$ cat config.mk
export PLATFORM = sky130hd
export DESIGN_NAME = fcw_mul
export DESIGN_NICKNAME = d
export VERILOG_FILES = /design/src/rtl/fat12_cluster_chain_walker_unit_assert.svh /design/src/rtl/fcw_pkg.sv /design/src/rtl/fcw_mul.sv
export SDC_FILE = /design/constraint.sdc
export NUM_CORES = 1
export LEC_CHECK = 0
export BUFFER_PORTS_ARGS = -buffer_cell sky130_fd_sc_hd__clkbuf_2
export CAP_MARGIN = 5
export CORE_AREA = 8 8 109 81
export CTS_CLUSTER_SIZE = 16
export DETAILED_ROUTE_END_ITERATION = 8
export DIE_AREA = 0 0 117 89
export HOLD_SLACK_MARGIN = 0.05
export MAX_ROUTING_LAYER = met4
export PLACE_DENSITY = 0.8
export SYNTH_ARGS = -nofsm -noshare
export SYNTH_HDL_FRONTEND = slang
export SYNTH_SLANG_ARGS = --single-unit
$ cat constraint.sdc
create_clock -name aclk -period 4.4 [get_ports aclk]
set_input_delay 0.88 -clock aclk [delete_from_list [all_inputs] [get_ports aclk]]
set_output_delay 0.88 -clock aclk [all_outputs]
set_load 0.01 [all_outputs]
$ cat src/rtl/fat12_cluster_chain_walker_unit_assert.svh
// Assertion macros for the FAT12 chain walker.
`ifndef FAT12_CLUSTER_CHAIN_WALKER_UNIT_ASSERT_SVH
`define FAT12_CLUSTER_CHAIN_WALKER_UNIT_ASSERT_SVH

// Same-cycle implication, clocked on aclk, off during reset.
`define FCW_ASSERT_NOW(label, ante, cons, msg) \
    label: assert property (@(posedge aclk) disable iff (!aresetn) (ante) |-> (cons)) \
        else $error(msg);

// Next-cycle implication, clocked on aclk, off during reset.
`define FCW_ASSERT_NEXT(label, ante, cons, msg) \
    label: assert property (@(posedge aclk) disable iff (!aresetn) (ante) |=> (cons)) \
        else $error(msg);

`endif

$ cat src/rtl/fcw_pkg.sv
// Shared types and constants of the FAT12 chain walker.
package fcw_pkg;

    localparam logic [1:0] KIND_WRITE = 2'd0;
    localparam logic [1:0] KIND_START = 2'd1;
    localparam logic [1:0] KIND_STEP  = 2'd2;

    localparam logic [1:0] STATUS_VALID = 2'd0;
    localparam logic [1:0] STATUS_END   = 2'd1;
    localparam logic [1:0] STATUS_BAD   = 2'd2;

    localparam logic [0:0] REG_DATA_START = 1'd0;
    localparam logic [0:0] REG_SPC        = 1'd1;

    localparam logic [11:0] ENTRY_END     = 12'hFF8;
    localparam logic [11:0] FIRST_CLUSTER = 12'd2;

    localparam logic [31:0] DATA_START_RESET = 32'd33;
    localparam logic [7:0]  SPC_RESET        = 8'd1;

    typedef enum logic [2:0] {
        ST_IDLE,
        ST_RD_LO,
        ST_RD_HI,
        ST_PAIR,
        ST_CLASS,
        ST_MUL_WAIT,
        ST_DONE
    } fsm_state_t;

    typedef struct packed {
        logic busy;
        logic done;
    } mul_stat_t;

endpackage

$ cat src/rtl/fcw_mul.sv
// Shift-add unit: base + mcand * mult, one multiplier bit per cycle.
module fcw_mul (
    input  logic              aclk,
    input  logic              aresetn,
    input  logic              start,
    input  logic [11:0]       mcand,
    input  logic [7:0]        mult,
    input  logic [31:0]       base,
    output fcw_pkg::mul_stat_t stat,
    output logic [31:0]       result
);
    import fcw_pkg::*;

    logic [31:0] acc_reg, acc_next;
    logic [19:0] sh_reg, sh_next;
    logic [7:0]  m_reg, m_next;
    logic [2:0]  cnt_reg, cnt_next;
    logic        busy_reg, busy_next;
    logic        done_reg, done_next;

    always_comb begin
        acc_next  = acc_reg;
        sh_next   = sh_reg;
        m_next    = m_reg;
        cnt_next  = cnt_reg;
        busy_next = busy_reg;
        done_next = 1'b0;
        if (start) begin
            acc_next  = base;
            sh_next   = {8'd0, mcand};
            m_next    = mult;
            cnt_next  = '0;
            busy_next = 1'b1;
        end else if (busy_reg) begin
            if (m_reg[0]) begin
                acc_next = acc_reg + {12'd0, sh_reg};
            end
            sh_next  = {sh_reg[18:0], 1'b0};
            m_next   = {1'b0, m_reg[7:1]};
            cnt_next = cnt_reg + 3'd1;
            if (cnt_reg == 3'd7) begin
                busy_next = 1'b0;
                done_next = 1'b1;
            end
        end
    end

    always_ff @(posedge aclk) begin
        if (!aresetn) begin
            busy_reg <= 1'b0;
            done_reg <= 1'b0;
            cnt_reg  <= '0;
        end else begin
            busy_reg <= busy_next;
            done_reg <= done_next;
            cnt_reg  <= cnt_next;
        end
        acc_reg <= acc_next;
        sh_reg  <= sh_next;
        m_reg   <= m_next;
    end

    assign stat.busy = busy_reg;
    assign stat.done = done_reg;
    assign result    = acc_reg;
endmodule

* After elaboration in Yosys (flattened, before gate mapping)
Cells that the tools add are included.
** Cells by class
- Add/subtract/negate cells :: 2
- Equal/unequal tests :: 1
- Muxes and demuxes :: 11
- Bitwise logic cells :: 2
- Reduce and logical (&&, ||, !) cells :: 5
** Operators with widths (number)
- 32-bit 2-to-1 mux :: 3
- 32-bit by 20-bit adder with 32-bit output :: 1
- 12-bit 2-to-1 mux :: 2
- 8-bit 2-to-1 mux :: 2
- 1-bit 2-to-1 mux :: 4
- 2-bit nonzero test :: 2
- 3-bit by 1-bit adder with 3-bit output, second input constant :: 1
- 3-bit == test, second input constant :: 1
- 3-bit OR reduction :: 1
- 1-bit NOT :: 2
- 2-bit AND reduction :: 1
- 2-bit OR reduction :: 1
** Storage, ports and cells
- Flip-flop bits (word level) :: 65
- Input port bits :: 55
- Word-level logic and storage cells :: 28

* Logic depth before layout (Yosys ltp)
- Word-level depth :: 4
- Mapped depth :: 10
- Mapped depth without buffers :: 9

* Worst setup path before layout
No wires, ideal clock.
- Path type :: register to register
- Start point :: register acc_reg[0] (netlist: result[0])
- End point :: register acc_reg[20] (netlist: result[20]), data pin
- Setup time :: 0.267 ns
- Arrival time :: 2.589 ns
- Data required time :: 4.133 ns
- Setup slack :: 1.544 ns
- Cell stages (with the launch flop) :: 11
- Path buffers :: 1
- Period minus slack after synthesis :: 2.856 ns
- Cells stage by stage :: edfxtp_1 -> ha_1 -> fa_1 -> a211oi_1 -> o21ai_2 -> o221a_2 -> o31ai_2 -> o31a_1 -> buf_6 -> xor2_1 -> o21ai_0
** Between the ends
- Longest elaborated chain between the ends :: 4
** Ends and longest elaborated chain
- from (decl) :: RTL line fcw_mul.sv:14 : logic [31:0] acc_reg, acc_next;
- from (signal assigned) :: RTL line fcw_mul.sv:58 : acc_reg <= acc_next;
- 32-bit by 20-bit adder with 32-bit output :: RTL line fcw_mul.sv:36 : acc_next = acc_reg + {12'd0, sh_reg};
- 32-bit 2-to-1 mux :: RTL line fcw_mul.sv:35 : if (m_reg[0]) begin
- 32-bit 2-to-1 mux :: RTL line fcw_mul.sv:34 : end else if (busy_reg) begin
- 32-bit 2-to-1 mux :: RTL line fcw_mul.sv:28 : if (start) begin
- net acc_next[20] :: RTL line fcw_mul.sv:14
The timed path passes the listed nets, and every way through them passes these cells. The select of a mux whose other input is x is not followed.
A chain may end at the register's enable or synchronous reset.

* Worst setup path in the final report
- Start point :: register acc_reg[0] (netlist: result[0])
- End point :: register acc_reg[30] (netlist: result[30]), data pin
The elaborated chain is that of the path after synthesis.

==> results.md <==
- Synthesized cell area: 3834 um2
- Post-synthesis simple-gate area fraction: 12.47%
- Largest net degree at the start of global routing: 81
- Hold path depth: 2
- CTS HTree Levels: 3
- Later-pin clock latency in the skew report: 0.34 ns
- Yosys top cell by area: edfxtp_1
- Global-route wire length before repair: 15670 um
- Pleak: 1.935 nW
- Synth top area cells: edfxtp_1 (41%), ha_1 (7.2%), dfxtp_1 (6.8%)
- Max IR drop VDD: 0.0001993 V
- Post-Synthesis Cells: 369
- Most numerous cell in the Yosys netlist: edfxtp_1
- Crit path kind: reg -> reg
- Critical Path Source Type: flop
- Clk slew on worst S/H paths: 0.08 ns
- Reg2Reg Depth: 9
- DR vias: 3199
- Fmax: 317.1 MHz
- Worst Hold Path EP: cnt_reg[1]
- Post-Synth XOR/XNOR Area: 5.026%
- Pre-antenna DRT Iters: 5
- Die width: 117 um
- R2R Path End: result[30]
- Worst setup EP type: flop
- # DRC: 0
- Row count: 26
- Synth Register Bits: 65
- R2r setup slk: 1.25 ns
- Max-cap check violation count: 0
- Placed cell areas: 4349 um2
- Largest register FFs: 32
- Initial core utilization: 54.06%
- CP required: 4.46 ns
- Core Util, Final: 63.87%
- Fin. max-slew vios: 0
- Worst slew pin tran: 0.7763 ns
- Port Buffers: 88
- Ant diodes: 0
- Gr usage total: 19.94%
- Final hold viol count: 0
- Mux contribution to synthesized area: 8.486%
- Period minus WS final: 3.153 ns
- Drt via density: 5.743
- Gr ovfl total: 0
- Crit path max fanout: 11
- Root buffer cell: clkbuf_8
- Top_reg_cell synth: edfxtp_1
- Post-layout nets: 532
- Mean Syn Cell Area: 10.39 um2
- Final worst clock skew: 0.008466 ns
- # hold bufs at CTS: 0
- Crit share post-route: 71.66%
- Pwr Density: 398.1 nW/um2
- Iter 0 DRT Violations: 210
- Layout cells sized above 1: 28.54%
- Die height: 89 um
- Vias in the first global route: 3202
- Clock sink count: 65
- CTS tree: built
- Routed Antenna Nets: 0
- CORE AREA: 7092 um2
- Detailed Route WL: 9766 um
- Placed Cells: 541
- Setup TNS: 0 ns
- Yosys top cell area share: 40.73%
- R2r startpoint: result[0]
- Synth async-reset ratio: 0%
- Slew headroom: 47.70%
- Synth Area in Compound Gates: 15.76%
- # Post-CTS Setup Buffers: 0
- Gpl congestion: 0.9260
- Clk buf depth: 2
- Main combinational cell family by area after synthesis: compound AO/OA/AOI/OAI gates
- Hold path startpoint: cnt_reg[1]
- Detailed placement HPWL: 7377 um
- Total power: 1.803 mW
- Worst EP arrival: 3.21 ns
- Mapped Nets: 447
- Final count of negative-setup-slack endpoints: 0
- Io pins: 89
- Distinct cells, synth: 47
- Fin area: 4529 um2
- Synth Area in Adders: 7.702%
- Min-Delay Path Class: reg -> reg
- Ys Warns: 0
- Status: finished clean
- Non-Filler Instances: 557
- WL/cell: 17.53 um
- RSZ-0062 raised after global routing: no
- Initial antenna violation count: 0
- EDFF count, synth: 52
- Gates resized, CTS repair: 0
- Part of the Yosys area used for sequential elements: 47.52%
- Die area: 10410 um2
- Synth top cells by count: edfxtp_1 (52), nand2_1 (50), o21ai_0 (26)
- CTS Buf Count: 9
- Area growth from synthesis to final layout: 18.15%
cell families (layout without fill, tap and decap cells):
group | count (synthesis) | in the layout
AOI/OAI and AO/OA | 96 | 96
adders and majority gates | 23 | 23
muxes | 30 | 30
DFF | 65 | 65
and+or+nand+nor | 106 | 106
buffers and inverters | 27 | 117
xor gates and xnor gates | 22 | 22
metal layers:
metal	global-route usage [%]	up-vias	wire (um)	share of wire, %
li1	-	1533	-	-
met5	-	-	0	0
met4	5.671	0	116	1.2
met2	30.89	133	4478	46
met3	4.723	19	815	8.3
met1	25.64	1514	4355	45
stage by stage:
| stage | hold WS [ns] | setup slack (ns) |
|---|---|---|
| 2_1_floorplan | 0.4646 | 1.544 |
| 3_5_place_dp | 0.4933 | 1.241 |
| 5_1_grt | 0.5716 | 1.066 |
| 6_report | 0.5024 | 1.247 |
| 4_1_cts | 0.5127 | 1.216 |
| 3_3_place_gp | 0.4763 | 1.357 |
placed cells by master, fill, tap and decap left out, types with 9 or more instances in the layout:
cell type / count
mux2_2: 20
xnor2_1: 14
dfxtp_1: 13
inv_1: 11
edfxtp_1: 52
a31oi_1: 14
clkbuf_2: 88
mux2i_1: 10
nor2_1: 25
a21oi_1: 19
nand2_1: 50
o21ai_0: 26
clkbuf_8: 9
ha_1: 22
final cells by class:
class / count / area (um2)
tap: 98 / 122.6
timing repair buffer: 90 / 467.9
clock buffer: 11 / 152.6
fill: 640 / 2562
sequential: 65 / 1822
multi-input combinational: 277 / 1896
inverter: 11 / 41.29
clock inverter: 5 / 27.53
critical path, stage by stage (launching register included):
cell,delay (ns)
edfxtp_1,0.41
ha_1,0.24
fa_1,0.43
a211oi_1,0.31
o21ai_2,0.14
o221a_2,0.30
o31ai_2,0.32
o31a_1,0.43
or4_1,0.18
a31oi_1,0.10
how the worst max path moves through the flow:
stage | start | end | slack (ns) | cells past startpoint
2_1_floorplan | result[0] | result[20] | 1.54 | 10
6_report | result[0] | result[30] | 1.25 | 9
4_1_cts | result[0] | result[20] | 1.22 | 9
3_5_place_dp | result[0] | result[20] | 1.24 | 9
5_1_grt | result[0] | result[24] | 1.07 | 9
3_3_place_gp | result[0] | result[22] | 1.36 | 9
power breakdown:
part	switching, mW	internal (mW)
Sequential	0.0546	0.755
Clock	0.237	0.237
Combinational	0.299	0.220
Total	0.591	1.21
(Power assumes the default switching activity.)
